`src/hw/rtl/cst_pkg.sv`:
```
`timescale 1ns / 1ps
// ----------------------------------------------------------------------------
// cst_pkg: shared types and constants of the subtree revocation cover
// tree geometry, request codes, sequencer states and inter-module structs
// ----------------------------------------------------------------------------
package cst_pkg;

	// tree geometry
	localparam int DEPTH       = 5;
	localparam int NUM_USERS   = 1 << DEPTH;
	localparam int NUM_NODES   = (2 << DEPTH) - 1;
	localparam int NODE_W      = DEPTH + 1;
	localparam int LVL_W       = $clog2(DEPTH + 1);
	localparam int IDX_W       = 6;
	localparam int MAX_RESULTS = 16;
	localparam int CNT_W       = $clog2(MAX_RESULTS + 1);

	typedef enum logic [1:0] {
		REQ_REVOKE = 2'd0,
		REQ_PATH   = 2'd1,
		REQ_COVER  = 2'd2,
		REQ_NONE   = 2'd3
	} req_t;

	typedef enum logic [2:0] {
		ST_INIT,
		ST_IDLE,
		ST_REVOKE,
		ST_PATH,
		ST_COVER,
		ST_FLUSH,
		ST_ACK
	} state_t;

	typedef enum logic [1:0] {
		OP_PARENT,
		OP_LEFT,
		OP_NEXT,
		OP_SHR
	} alu_op_t;

	// node arithmetic works on one-based heap numbers (node index + 1)
	typedef struct packed {
		logic [NODE_W-1:0] m;
		logic              wrap;
	} alu_res_t;

	typedef struct packed {
		logic              we;
		logic [NODE_W-1:0] waddr;
		logic              wdata;
		logic [NODE_W-1:0] raddr;
	} mem_req_t;

	typedef struct packed {
		logic             valid;
		logic [IDX_W-1:0] node;
		logic             has;
		logic             last;
	} res_t;

	// one-based heap number to emitted node index, masked to the port width
	function automatic logic [IDX_W-1:0] to_index(input logic [NODE_W-1:0] m);
		logic [NODE_W-1:0]       n;
		logic [NODE_W+IDX_W-1:0] w;
		n = m - NODE_W'(1);
		w = (NODE_W + IDX_W)'(n);
		return w[IDX_W-1:0];
	endfunction

endpackage

```
`src/hw/rtl/cst_ram.sv`:
```
`timescale 1ns / 1ps
// ----------------------------------------------------------------------------
// cst_ram: generic simple dual port ram
// one write port, one read port with registered read data
// ----------------------------------------------------------------------------
module cst_ram #(
	parameter int DATA_W = 1,
	parameter int WORDS  = 2,
	localparam int ADDR_W = $clog2(WORDS)
) (
	input  logic              clk,
	input  logic              we,
	input  logic [ADDR_W-1:0] waddr,
	input  logic [DATA_W-1:0] wdata,
	input  logic [ADDR_W-1:0] raddr,
	output logic [DATA_W-1:0] rdata
);

	logic [DATA_W-1:0] mem_q [WORDS];

	always_ff @(posedge clk) begin
		if (we) begin
			mem_q[waddr] <= wdata;
		end
		rdata <= mem_q[raddr];
	end

endmodule

```
`src/hw/rtl/cst_alu.sv`:
```
`timescale 1ns / 1ps
// ----------------------------------------------------------------------------
// cst_alu: shared node arithmetic unit
// parent, left child, next node after a climb, and level shift on heap numbers
// ----------------------------------------------------------------------------
module cst_alu import cst_pkg::*; (
	input  alu_op_t           op,
	input  logic [NODE_W-1:0] m,
	input  logic [LVL_W-1:0]  amt,
	output alu_res_t          res
);

	localparam int SH_W = $clog2(NODE_W + 1);

	logic [NODE_W:0]   s;
	logic [SH_W-1:0]   tz;
	logic              found;
	logic [NODE_W-1:0] nxt;

	// climbing past right children then stepping right equals
	// (m + 1) with its trailing zeros shifted off
	always_comb begin
		s     = {1'b0, m} + (NODE_W + 1)'(1);
		tz    = '0;
		found = 1'b0;
		for (int i = 0; i <= NODE_W; i++) begin
			if (!found && s[i]) begin
				tz    = SH_W'(i);
				found = 1'b1;
			end
		end
		nxt = NODE_W'(s >> tz);
	end

	always_comb begin
		res.wrap = ((s & (s - (NODE_W + 1)'(1))) == '0);
		case (op)
			OP_PARENT: res.m = m >> 1;
			OP_LEFT:   res.m = {m[NODE_W-2:0], 1'b0};
			OP_NEXT:   res.m = nxt;
			OP_SHR:    res.m = m >> amt;
			default:   res.m = m;
		endcase
	end

endmodule

```
`src/hw/rtl/cst_seq.sv`:
```
`timescale 1ns / 1ps
// ----------------------------------------------------------------------------
// cst_seq: request sequencer
// clear pass, revoke, path and cover walks around the shared node unit
// ----------------------------------------------------------------------------
module cst_seq import cst_pkg::*; (
	input  logic       clk,
	input  logic       arst_n,
	input  logic       start,
	input  logic [1:0] req_type,
	input  logic [4:0] user_id,
	input  logic       rd_allowed,
	output mem_req_t   mem,
	output res_t       res,
	output logic       busy
);

	state_t            state_q, state_d;
	logic [NODE_W-1:0] m_q;
	logic [LVL_W-1:0]  k_q;
	logic [NODE_W-1:0] clr_q;
	logic [NODE_W-1:0] pend_q;
	logic              pend_v_q;
	logic [CNT_W-1:0]  cnt_q;
	res_t              res_q, res_d;

	req_t              req;
	logic              accept;
	logic              in_range;
	logic [NODE_W-1:0] leaf_m;
	logic              walk_on;
	logic              cov_end;
	alu_op_t           op;
	logic [LVL_W-1:0]  amt;
	alu_res_t          alu;

	assign req      = req_t'(req_type);
	assign accept   = start && (state_q == ST_IDLE);
	assign busy     = (state_q != ST_IDLE);
	assign in_range = (32'(user_id) < NUM_USERS);
	assign leaf_m   = NODE_W'(NUM_USERS) + NODE_W'(user_id);
	// step on unless an inner node is revoked
	assign walk_on  = rd_allowed || m_q[NODE_W-1];
	assign cov_end  = (walk_on && alu.wrap) ||
	                  (rd_allowed && (cnt_q == CNT_W'(MAX_RESULTS - 1)));
	assign amt      = LVL_W'(DEPTH) - k_q;
	assign res      = res_q;

	always_comb begin
		case (state_q)
			ST_REVOKE: op = OP_PARENT;
			ST_PATH:   op = OP_SHR;
			ST_COVER:  op = walk_on ? OP_NEXT : OP_LEFT;
			default:   op = OP_PARENT;
		endcase
	end

	cst_alu u_alu (
		.op  (op),
		.m   (m_q),
		.amt (amt),
		.res (alu)
	);

	// next state
	always_comb begin
		state_d = state_q;
		case (state_q)
			ST_INIT: begin
				if (clr_q == NODE_W'(NUM_NODES - 1)) state_d = ST_IDLE;
			end
			ST_IDLE: begin
				if (start) begin
					case (req)
						REQ_REVOKE: state_d = in_range ? ST_REVOKE : ST_ACK;
						REQ_PATH:   state_d = in_range ? ST_PATH : ST_ACK;
						REQ_COVER:  state_d = ST_COVER;
						default:    state_d = ST_ACK;
					endcase
				end
			end
			ST_REVOKE: begin
				if (m_q == NODE_W'(1)) state_d = ST_IDLE;
			end
			ST_PATH: begin
				if (k_q == LVL_W'(DEPTH)) state_d = ST_IDLE;
			end
			ST_COVER: begin
				if (cov_end) state_d = ST_FLUSH;
			end
			ST_FLUSH: state_d = ST_IDLE;
			ST_ACK:   state_d = ST_IDLE;
			default:  state_d = ST_IDLE;
		endcase
	end

	// memory port and result beat
	always_comb begin
		mem.we    = 1'b0;
		mem.waddr = m_q - NODE_W'(1);
		mem.wdata = 1'b0;
		mem.raddr = alu.m - NODE_W'(1);
		res_d     = '0;
		case (state_q)
			ST_INIT: begin
				mem.we    = 1'b1;
				mem.waddr = clr_q;
				mem.wdata = 1'b1;
			end
			ST_IDLE: begin
				mem.raddr = '0;
			end
			ST_REVOKE: begin
				mem.we = 1'b1;
				if (m_q == NODE_W'(1)) begin
					res_d.valid = 1'b1;
					res_d.last  = 1'b1;
				end
			end
			ST_PATH: begin
				res_d.valid = 1'b1;
				res_d.node  = to_index(alu.m);
				res_d.has   = 1'b1;
				res_d.last  = (k_q == LVL_W'(DEPTH));
			end
			ST_COVER: begin
				// a new find releases the one held back
				if (rd_allowed && pend_v_q) begin
					res_d.valid = 1'b1;
					res_d.node  = to_index(pend_q);
					res_d.has   = 1'b1;
				end
			end
			ST_FLUSH: begin
				res_d.valid = 1'b1;
				res_d.node  = pend_v_q ? to_index(pend_q) : '0;
				res_d.has   = pend_v_q;
				res_d.last  = 1'b1;
			end
			ST_ACK: begin
				res_d.valid = 1'b1;
				res_d.last  = 1'b1;
			end
			default: begin
				res_d = '0;
			end
		endcase
	end

	always_ff @(posedge clk or negedge arst_n) begin
		if (!arst_n) begin
			state_q  <= ST_INIT;
			clr_q    <= '0;
			pend_v_q <= 1'b0;
			cnt_q    <= '0;
			res_q    <= '0;
		end else begin
			state_q <= state_d;
			res_q   <= res_d;
			case (state_q)
				ST_INIT: clr_q <= clr_q + NODE_W'(1);
				ST_IDLE: begin
					if (accept) begin
						pend_v_q <= 1'b0;
						cnt_q    <= '0;
					end
				end
				ST_COVER: begin
					if (rd_allowed) begin
						pend_v_q <= 1'b1;
						cnt_q    <= cnt_q + CNT_W'(1);
					end
				end
				default: begin
				end
			endcase
		end
	end

	always_ff @(posedge clk) begin
		case (state_q)
			ST_IDLE: begin
				if (accept) begin
					m_q <= (req == REQ_COVER) ? NODE_W'(1) : leaf_m;
					k_q <= '0;
				end
			end
			ST_REVOKE: m_q <= alu.m;
			ST_PATH:   k_q <= k_q + LVL_W'(1);
			ST_COVER: begin
				if (rd_allowed) pend_q <= m_q;
				m_q <= alu.m;
			end
			default: begin
			end
		endcase
	end

endmodule

```
`src/hw/rtl/complete_subtree_revocation_cover.sv`:
```
`timescale 1ns / 1ps
// ----------------------------------------------------------------------------
// complete_subtree_revocation_cover: key tree revocation and cover lister
// one allowed bit per node of a complete binary tree, heap ordered
// ----------------------------------------------------------------------------
// usage
//   a request beat (req_type, user_id) is taken on a clock edge with start
//   high and busy low; busy stays high until the request's last result beat
//   is on the result ports
//   result beats (node_index, has_node, last) show for exactly one cycle
//   with result_valid high; the receiver cannot stall them
//   revoke: clears the user's leaf-to-root path, one node write per cycle,
//     then one acknowledge beat (has_node 0, last 1)
//   path: DEPTH+1 beats root first, one per cycle, last on the leaf
//   cover: depth-first walk at one node per cycle through the shared node
//     unit and the single read port of the bit ram, then a flush step
//     releases the held-back final beat; an empty cover gives one beat
//     with has_node 0
//   unused codes and users beyond the tree give one acknowledge beat
//   after reset a clearing pass sets all 2^(DEPTH+1)-1 bits
//   with busy high before the first request is taken
// ----------------------------------------------------------------------------
module complete_subtree_revocation_cover import cst_pkg::*; (
	input  logic             clk,
	input  logic             arst_n,
	input  logic             start,
	output logic             busy,
	input  logic [1:0]       req_type,
	input  logic [4:0]       user_id,
	output logic             result_valid,
	output logic [IDX_W-1:0] node_index,
	output logic             has_node,
	output logic             last
);

	mem_req_t mem;
	res_t     res;
	logic     rdata;

	// allowed bits, one per node
	cst_ram #(
		.DATA_W (1),
		.WORDS  (NUM_NODES)
	) u_bits (
		.clk   (clk),
		.we    (mem.we),
		.waddr (mem.waddr),
		.wdata (mem.wdata),
		.raddr (mem.raddr),
		.rdata (rdata)
	);

	// sequencer with the shared node unit
	cst_seq u_seq (
		.clk        (clk),
		.arst_n     (arst_n),
		.start      (start),
		.req_type   (req_type),
		.user_id    (user_id),
		.rd_allowed (rdata),
		.mem        (mem),
		.res        (res),
		.busy       (busy)
	);

	// result beat straight from the output register
	assign result_valid = res.valid;
	assign node_index   = res.node;
	assign has_node     = res.has;
	assign last         = res.last;

	// an acknowledge or empty cover beat always closes its request
	a_empty_is_last: assert property (@(posedge clk) disable iff (!arst_n)
		(result_valid && !has_node) |-> last)
		else $error("beat without node not marked last");

	// the final beat coincides with the block going free, and only it
	a_last_frees: assert property (@(posedge clk) disable iff (!arst_n)
		result_valid |-> (last == !busy))
		else $error("last beat and busy disagree");

	// a taken request always occupies the sequencer
	a_take_busy: assert property (@(posedge clk) disable iff (!arst_n)
		(start && !busy) |=> busy)
		else $error("request taken without going busy");

	// emitted nodes lie inside the tree
	a_node_range: assert property (@(posedge clk) disable iff (!arst_n)
		(result_valid && has_node) |-> ((NUM_NODES > 64) || (int'(node_index) < NUM_NODES)))
		else $error("node index outside the tree");

endmodule
```
`config.mk`:
```
export PLATFORM = sky130hd
export DESIGN_NAME = complete_subtree_revocation_cover
export DESIGN_NICKNAME = d
export VERILOG_FILES = /design/src/hw/rtl/cst_pkg.sv /design/src/hw/rtl/cst_ram.sv /design/src/hw/rtl/cst_alu.sv /design/src/hw/rtl/cst_seq.sv /design/src/hw/rtl/complete_subtree_revocation_cover.sv
export SDC_FILE = /design/constraint.sdc
export NUM_CORES = 1
export LEC_CHECK = 0
export BUFFER_PORTS_ARGS = -buffer_cell sky130_fd_sc_hd__clkbuf_2
export CAP_MARGIN = 20
export CORE_UTILIZATION = 57
export DETAILED_ROUTE_END_ITERATION = 7
export PLACE_DENSITY = 0.84
export SYNTH_ARGS = -nofsm -noshare
export SYNTH_HDL_FRONTEND = slang
export SYNTH_SLANG_ARGS = --single-unit
```
`constraint.sdc`:
```
create_clock -name clk -period 4.3 [get_ports clk]
set_input_delay 0.43 -clock clk [delete_from_list [all_inputs] [get_ports clk]]
set_output_delay 0.43 -clock clk [all_outputs]
set_load 0.05 [all_outputs]
```
### Word-level counts from Yosys, hierarchy flattened

Memories as Yosys holds them, arrays and structs flattened. A register that Yosys moved wholly into a read port is not among the register bits.
Index checks and enable logic that the tools add are counted.

* output and inout port bits: 10
* word-level logic and storage cells: 126
* register bits: 39
* memories kept: 1
* input bits: 10
* bits in writable memories: 63

Memory list
* u_bits.mem_q: depth 63, bits a word 1, read ports 1, clocked after Yosys merged registers in 1, write ports 1, line cst_ram.sv:19 `logic [DATA_W-1:0] mem_q [WORDS];`

* bitwise operators: 1
* reduce and logical (&&, ||, !) cells: 34
* add/subtract/negate cells: 10
* equality and inequality tests: 23
* mux-type cells: 44
* shift operators: 2

Operator list (count)
* 2-to-1 mux 3 bit: 10
* 2-to-1 mux 6 bit: 4
* case mux 6 bit (4 select lines): 1
* case mux 7 bit (3 select lines): 1
* subtractor 6 x 1 -> 6 bit (second input constant): 3
* case mux 3 bit (5 select lines): 1
* 2-to-1 mux 1 bit: 13
* == test 3 bit (second input constant): 4
* case mux 6 bit (2 select lines): 1
* logical AND 1 bit: 10
* 2-to-1 mux 5 bit: 2
* != test 2 x 1 -> 1 bit (second input constant): 5
* case mux 5 bit (2 select lines): 1
* case mux 3 bit (3 select lines): 1
* 2-to-1 mux 8 bit: 1
* adder 6 x 1 -> 7 bit (second input constant): 1
* AND 7 bit: 1
* logical NOT 7 bit: 1
* 2-to-1 mux 7 bit: 1
* right shift 7 x 3 -> 6 bit: 1
* subtractor 7 x 1 -> 7 bit (second input constant): 1
* adder 6 x 1 -> 6 bit (second input constant): 1
* adder 6 x 5 -> 6 bit (first input constant): 1
* == test 2 bit (second input constant): 3
* other kinds (27): 45

### Logic depth before layout (Yosys ltp)

Gate-level depths: netlist (run 1).

* word-level depth: 24
* mapped depth: 22
* gate-level depth less buffers: 19

### Modules after synthesis

Synthesis (run 1) repeated with hierarchy kept, for this count alone.

* cell total of the unflattened synthesis: 564
* area, all modules: 5974.5 um^2

By module, submodules not included
* cst_ram: cells an instance 202, times used 1, area an instance 2856.5 um^2
* cst_seq: cells an instance 219, times used 1, area an instance 2142.1 um^2
* cst_alu: cells an instance 143, times used 1, area an instance 975.9 um^2

### Least setup slack after synthesis (run 1)

Ideal clock, no wire load.

* kind: register -> register
* from: register u_seq.m_q[1]
* to: register u_bits.rdata, read port of u_bits.mem_q
* period minus slack after synthesis: 4.704 ns
* path buffers: 3
* stages on the path, launching flop included: 23
* data arrival time: 4.569 ns
* path slack: -0.404 ns
* data required time: 4.165 ns
* cell sequence: edfxtp_1 ha_1 buf_2 inv_1 ha_1 clkbuf_1 buf_4 nand4b_1 a31o_2 nand3_1 o32ai_2 o32ai_2 o31ai_4 ha_1 and2_1 a32o_1 a31o_4 nor3_4 mux4_2 nand2_1 a31o_1 o2bb2ai_1 a211oi_2

* longest elaborated chain between the ends: 22
* elaborated cells on any way between the ends: 28
* those cells by class: add/sub: 2; shift: 2; mux: 13; reduce/logical: 11

Ends and longest elaborated chain
* start, declared: line cst_seq.sv:19 `logic [NODE_W-1:0] m_q;`
* start signal, assigned: line cst_seq.sv:184 `m_q <= (req == REQ_COVER) ? NODE_W'(1) : leaf_m;`
* start signal, assigned: line cst_seq.sv:188 `ST_REVOKE: m_q <= alu.m;`
* start signal, assigned: line cst_seq.sv:192 `m_q <= alu.m;`
* adder 6 x 1 -> 7 bit: line cst_alu.sv:23 `s = {1'b0, m} + (NODE_W + 1)'(1);`
* logical AND 1 bit: line cst_alu.sv:27 `if (!found && s[i]) begin`
* 2-to-1 mux 1 bit: line cst_alu.sv:27
* logical NOT 1 bit: line cst_alu.sv:27
* logical AND 1 bit: line cst_alu.sv:27
* 2-to-1 mux 1 bit: line cst_alu.sv:27
* logical NOT 1 bit: line cst_alu.sv:27
* logical AND 1 bit: line cst_alu.sv:27
* [6 not listed]
* 2-to-1 mux 1 bit: line cst_alu.sv:27
* logical NOT 1 bit: line cst_alu.sv:27
* logical AND 1 bit: line cst_alu.sv:27
* 2-to-1 mux 3 bit: line cst_alu.sv:27
* right shift 7 x 3 -> 6 bit: line cst_alu.sv:32 `nxt = NODE_W'(s >> tz);`
* case mux 6 bit (4 select lines) (*): line cst_alu.sv:37 `case (op)`
* subtractor 6 x 1 -> 6 bit (*): line cst_seq.sv:102 `mem.raddr = alu.m - NODE_W'(1);`
* 2-to-1 mux 6 bit (*): line cst_seq.sv:104 `case (state_q)`
* end, declared: line cst_ram.sv:16 `output logic [DATA_W-1:0] rdata`

Every way passes the cells marked *; elsewhere a longest branch is shown, timed or not.
A chain may end at the register's enable or synchronous reset.

### Worst setup path in the final report (run 1)

* from: register u_seq.m_q[0]
* to: register u_bits.rdata, read port of u_bits.mem_q

* longest elaborated chain between the ends: 24
* elaborated cells on any way between the ends: 30
* those cells by class: add/sub: 2; shift: 2; mux: 14; reduce/logical: 12

Ends and longest elaborated chain (line)
* adder 6 x 1 -> 7 bit: cst_alu.sv:23
* 2-to-1 mux 1 bit: cst_alu.sv:27
* logical NOT 1 bit: cst_alu.sv:27
* logical AND 1 bit: cst_alu.sv:27
* 2-to-1 mux 1 bit: cst_alu.sv:27
* logical NOT 1 bit: cst_alu.sv:27
* logical AND 1 bit: cst_alu.sv:27
* 2-to-1 mux 1 bit: cst_alu.sv:27
* [8 not listed]
* 2-to-1 mux 1 bit: cst_alu.sv:27
* logical NOT 1 bit: cst_alu.sv:27
* logical AND 1 bit: cst_alu.sv:27
* 2-to-1 mux 3 bit: cst_alu.sv:27
* right shift 7 x 3 -> 6 bit: cst_alu.sv:32
* case mux 6 bit (4 select lines) (*): cst_alu.sv:37
* subtractor 6 x 1 -> 6 bit (*): cst_seq.sv:102
* 2-to-1 mux 6 bit (*): cst_seq.sv:104

Marked as above.

==> results of run 1 <==
metal layers:
metal  track usage, %  vias to the layer above
met2            49.45                      343
met3            8.450                       45
li1                 -                     2426
met4            11.25                        0
met5                0                        -
met1            42.39                     2565
synth_stat cells, types with 3 or more instances:
cell type | count | area [µm²]
xnor2_1 | 13 | 113.9
nor2_1 | 112 | 420.4
buf_2 | 13 | 65.06
a22o_1 | 3 | 26.28
a221oi_1 | 3 | 26.28
and2_1 | 9 | 56.30
or2_1 | 3 | 18.77
o31ai_1 | 3 | 22.52
o221ai_1 | 5 | 43.79
nand2b_1 | 9 | 56.30
a31o_2 | 3 | 26.28
inv_1 | 19 | 71.32
nand2_1 | 68 | 255.2
and3_1 | 4 | 25.02
mux2i_1 | 17 | 170.2
mux4_2 | 4 | 90.09
ha_1 | 14 | 175.2
a31oi_1 | 8 | 50.05
o32ai_1 | 3 | 26.28
nor4_1 | 4 | 25.02
nor3_1 | 10 | 50.05
edfxtp_1 | 78 | 2342
nand3b_1 | 4 | 30.03
clkbuf_1 | 9 | 33.78
nor3b_1 | 7 | 52.55
mux2_2 | 8 | 90.09
a22oi_1 | 5 | 37.54
buf_4 | 6 | 45.04
nand4_1 | 8 | 50.05
xor2_1 | 7 | 61.31
o21ai_0 | 37 | 185.2
dfrtp_1 | 24 | 600.6
o22ai_1 | 10 | 62.56
a21oi_1 | 21 | 105.1
nand3_1 | 13 | 65.06
o21a_1 | 4 | 30.03
sequential cells by signal, indices dropped and copies added (netlist names):
register        count
u_seq.k_q           3
u_bits.rdata        1
u_seq.pend_v_q      1
u_seq.state_q       3
u_seq.cnt_q         5
u_seq.m_q           6
u_seq.pend_q        6
u_bits.mem_q       63
u_seq.res           9
u_seq.clr_q         6
final cells by class:
type                    count  area, µm²  area share [%]
clock inverters             7      62.56          0.8687
inverters                  19      73.82           1.025
flip-flops and latches    103       2963           41.14
well taps                 136      170.2           2.363
repair buffers             69      486.7           6.758
multi-input cells         481       3322           46.13
clock buffers               9      123.9           1.720
critical path: cells and delay by family (launching register included):
kind,cells,cell delay [ps]
compound gates,8,1950
mux,2,750
simple gates,3,610
flops,1,450
buf+inv,1,230
fa+ha+maj,1,190
worst max-delay path by stage:
stage	startpoint	end	slack, ps	cells past startpoint
after floorplan	u_seq.m_q[1]	u_bits.rdata	6	22
after global placement	u_seq.m_q[2]	u_bits.rdata	60	16
after detailed placement	u_seq.m_q[1]	u_bits.rdata	-40	17
after CTS	u_seq.m_q[1]	u_bits.rdata	0.5	17
after global routing	u_seq.m_q[0]	u_bits.rdata	-60	16
final	u_seq.m_q[0]	u_bits.rdata	40	15
through the flow:
step / TNS [ps] / instances / utilization [%]
2_1_floorplan: 0 / 635 / -
3_3_place_gp: 0 / 802 / 64.59
3_5_place_dp: -40.04 / 802 / 64.59
4_1_cts: 0 / 818 / 66.52
5_1_grt: -59.28 / 824 / 68.53
6_report: 0 / 824 / 68.53
kinds of logic (layout without fill, tap and decap cells):
group	after synthesis	count (layout)	share of synthesized area, %
and+or+nand+nor	274	274	20.88
AOI/OAI and AO/OA	144	144	16.95
DFF	103	103	47.17
buffers and inverters	51	104	3.845
muxes	29	29	5.578
xor gates and xnor gates	20	20	2.789
adders and majority gates	14	14	2.789
timing repair:
| action | in CTS | in global routing |
|---|---|---|
| setup endpoints to repair | 1 | 1 |
| setup buffers | 0 | 5 |
| pin swaps | 1 | 5 |
| gates resized for setup | 4 | 29 |
| endpoints found under the hold margin | 0 | 0 |
| gates cloned | 0 | 0 |
==> results.cfg, run 1 <==
[finish]
layout-drive-gt1-share_pct = 22.53
final_cell_mix = 109 x nor2_1, 78 x edfxtp_1, 67 x nand2_1
finalNetCount = 707
diodes = 0
final_common_cell = nor2_1
final_area_mm2 = 0.007202
syn_to_final_growth_pct = 14.66
fillers = 777

[min_path]
worstHoldPathType = in -> async

[synthesis]
ys.warnings.count = 0
async_flop_share_pct = 23.30
synth_flop_cell = edfxtp_1
syn_nets = 659
ys_ff_latch = 103
synth_area_mm2 = 0.006281
avgSynthCellArea_um2 = 9.891
syn_inst = 635
synth_cell_type_count = 90
synth-edff-count = 78
ys_seq_area_share_pct = 47.17

[setup_path]
critPathMaxFanout = 14
crit_chain = buf_4 -> a31oi_2 -> o21ai_0 -> a41o_1 -> nor4_4 -> o31ai_4 -> ha_4 -> and2_4 -> a32o_2 -> a31o_4 -> nor2_4 -> mux4_2 -> mux2i_1 -> o2bb2ai_2 -> a211oi_2
r2r_slack_ps = 40
cp-end-kind = register
rr_startpoint = u_seq.m_q[0]
worstPathRequired_ps = 4610
crit_slowest_cell = a31oi_2
cp_slowest_stage_delay_ps = 530
criticalPathCategory = reg -> reg
rr_endpoint = u_bits.rdata
cp_data_arrival_time_ps = 4570
cp-start-kind = register
r2r_cells = 15

[global_routing]
overflow = 0
grt_first_pass_wirelength_um = 27200
grt_pass1_vias = 5148
grt_max_degree = 50
track_usage_pct = 31.60
antenna_found_initial = 0

[detailed_routing]
dr.max_layer_used = met4
drc = 0
viasPerCell = 6.528
wl_met2_um = 8285
drt-met1-wl_um = 6988
ant_nets = 0
dr.pass1.iters = 5
num_vias = 5379
route.detailed.wl_per_inst_um = 21.23
wl_met3_um = 1805
drt_iter0_drc = 742
wirelength_um = 17490

[floorplan]
io_pins = 20
fp-row-count = 37
core_area_mm2 = 0.01051
dieArea_mm2 = 0.01144
die_x_um = 107.0
die_y_um = 107.0
initial_utilization_pct = 59.77

[timing]
whs_ps = 64.27
min_period_ps = 4264
timing.fmax_mhz = 234.5
finClkSkew_ps = 14.38
min_period_over_period_pct = 99.17
slew_viol_final = 0
relSlewSlack_pct = 44.47
hold_viol_final = 0
timing.final.ws_setup_ps = 35.74
worstMarginPinSlew_ps = 832.1
setup_viol = 0

[place]
dp_slack_ps = -40.04
placed_area_mm2 = 0.006788
gp_congestion = 0.9777
dp_hpwl_um = 12630
portBuffers = 19

[clocking]
clk_pin_slew_ps = 110
cts-root-buf = clkbuf_8
numCtsBuffers = 9
htreeDepth = 3
cts_tree = yes
hold_buffers = 0
cts_sinks = 103
clock_path_buffers = 2
clkLatencyLatePin_ps = 380

[run]
maxCapViolations = 0

[status]
outcome = finished, final reports clean
Power of run 1 is left out: the tool's default activity adds up to more than one toggle a clock period on the data nets, which glitch-free logic cannot reach.
==> inputs of run 2 (changes only) <==
SETUP_SLACK_MARGIN = 0.15   (was not set)
SYNTH_HIERARCHICAL = 1   (was not set)
==> run 2 against run 1 <==
Compared with the run above: register-to-register slack better by 280 ps; synthesized cell count down 11%; final cell count down 12%; die area down 4.8%; non-clock buffer count down 23; count of clock-buffer cells in the layout unchanged; critical path depth up 1; setup slack better by 280 ps; worst hold slack worse by 23 ps; sequential cell count unchanged; clock skew about the same.
==> results.cfg, run 2 <==
[synthesis]
synth.most_common_cell = nor2_1
synth-edff-count = 78
synth_top_cell_area_share_pct = 39.20
syn_inst = 564
yosys.area.top_type = edfxtp_1
ys_top_cells_by_area = edfxtp_1 39%, dfrtp_1 10%, nor2_1 5.7%
synth_cell_type_count = 69
synth_area_mm2 = 0.005974
syn_nets = 589
ys_ff_latch = 103
synth_flop_cell = edfxtp_1
ys.warnings.count = 6
ys_seq_area_share_pct = 49.59
async_flop_share_pct = 23.30
synth_common_cells = 90 x nor2_1, 78 x edfxtp_1, 48 x nand2_1, 36 x o21ai_0, 24 x dfrtp_1
avgSynthCellArea_um2 = 10.59

[clocking]
clk_pin_slew_ps = 110
htreeDepth = 3
cts-root-buf = clkbuf_8
clkLatencyLatePin_ps = 380
cts_sinks = 103
hold_buffers = 0
numCtsBuffers = 9
cts_tree = yes
clock_path_buffers = 2

[setup_path]
criticalPathCategory = reg -> reg
cp_data_arrival_time_ps = 4250
cp-start-kind = register
critPathMaxFanout = 16
cp-end-kind = register
worstPathRequired_ps = 4570

[finish]
final_cell_mix = 88 x nor2_1, 78 x edfxtp_1, 48 x nand2_1
final_common_cell = nor2_1
syn_to_final_growth_pct = 8.545
fillers = 783
largest_reg_flops = 63
layout-drive-gt1-share_pct = 17.32
top_register = u_bits/mem_q
finalNetCount = 609
diodes = 0
multi_input_area_mm2 = 0.002758
seqCellArea_mm2 = 0.002963
finalNonFillerCells = 725

[place]
dp_hpwl_um = 9357
gp_congestion = 1.038
portBuffers = 19
post-place-cells = 704

[timing]
timing.fmax_mhz = 251.1
rsz0062_at_grt = no
relSlewSlack_pct = 31.86
tns_ps = 0
worstMarginPinSlew_ps = 1011
min_period_over_period_pct = 92.61
slew_viol_final = 0
setup_viol = 0
hold_viol_final = 0
finClkSkew_ps = 14.77
min_period_ps = 3982
whs_ps = 40.90

[detailed_routing]
ant_nets = 0
num_vias = 4476
drt_iter0_drc = 332
dr.pass1.iters = 5
viasPerCell = 6.174
wirelength_um = 13130
route.detailed.wl_per_inst_um = 18.10
drc = 0

[min_path]
worstHoldPathType = in -> async

[floorplan]
fp-row-count = 37
die_x_um = 104.4
io_pins = 20
core_area_mm2 = 0.01023
die_y_um = 104.4
dieArea_mm2 = 0.01090
initial_utilization_pct = 58.40

[global_routing]
grt_first_pass_wirelength_um = 20980
overflow = 0
grt_pass1_vias = 4314
grt_max_degree = 64
antenna_found_initial = 0
track_usage_pct = 24.80

[run]
maxCapViolations = 0

[status]
outcome = finished, final reports clean
[run 2: layout make-up]
class	instances	share of cell area, %
Timing Repair Buffer	46	4.650
Inverter	24	1.389
Clock buffer	9	1.910
Sequential cell	103	45.69
Multi-Input combinational cell	400	42.52
Clock inverter	7	1.216
Tap cell	136	2.624
[run 2: what timing repair did]
item                                    in CTS  in global routing
pin swaps                                    0                  0
buffers inserted                             4                  1
endpoints found under the setup margin       1                  1
gates resized for setup                      0                 13
[run 2: per-layer routing]
layer / wire length, µm / vias up / global-route usage [%]
met2: 6511 / 188 / 42.48
met4: 498 / 0 / 11.22
met1: 5297 / 2158 / 30.43
met5: 0 / - / 0
met3: 818 / 43 / 4.637
li1: - / 2087 / -
[run 2: through the flow]
step	instance area, µm²	setup WS, ps	utilization, %
final	6485	317.8	63.39
after global routing	6485	150.4	63.39
after CTS	6422	197.2	62.77
after detailed placement	6190	155.4	60.50
after global placement	6190	281.8	60.50
after floorplan	5974	375.2	-
[run 2: worst paths after layout]
check,start,to,slack (ps),cells past startpoint
min in group clk,req_type[1],u_seq/state_q[2],300,3
worst min register to register,u_seq/cnt_q[4],u_seq/cnt_q[4],500,2
worst min-delay path,arst_n,u_seq/state_q[2],40,1
max in group asynchronous,arst_n,u_seq/state_q[0],3850,1
worst max register to register,u_seq/m_q[0],u_bits/rdata,320,16
worst max-delay path,u_seq/m_q[0],u_bits/rdata,320,16
[run 2: worst max-delay path: stages, from the launching register on]
cell and delay, ps:
edfxtp_1 370, buf_4 240, nand3_2 140, o31a_1 390, a31o_2 330, a21oi_1 140, o31ai_1 90, o211ai_1 290
inv_1 90, ha_1 220, xnor2_1 240, nor2_1 70, buf_4 220, mux4_2 300, mux4_2 470, a32oi_1 190
o21ai_1 80
[run 2: kinds of logic after synthesis]
| group | count (synthesis) | share of synthesized area (%) |
|---|---|---|
| compound gates | 113 | 12.13 |
| xor+xnor | 26 | 3.937 |
| fa+ha+maj | 15 | 3.141 |
| buf+inv | 61 | 5.152 |
| flops | 103 | 49.59 |
| mux | 28 | 8.775 |
| simple gates | 218 | 17.28 |
Power of run 2 is left out for the same reason.
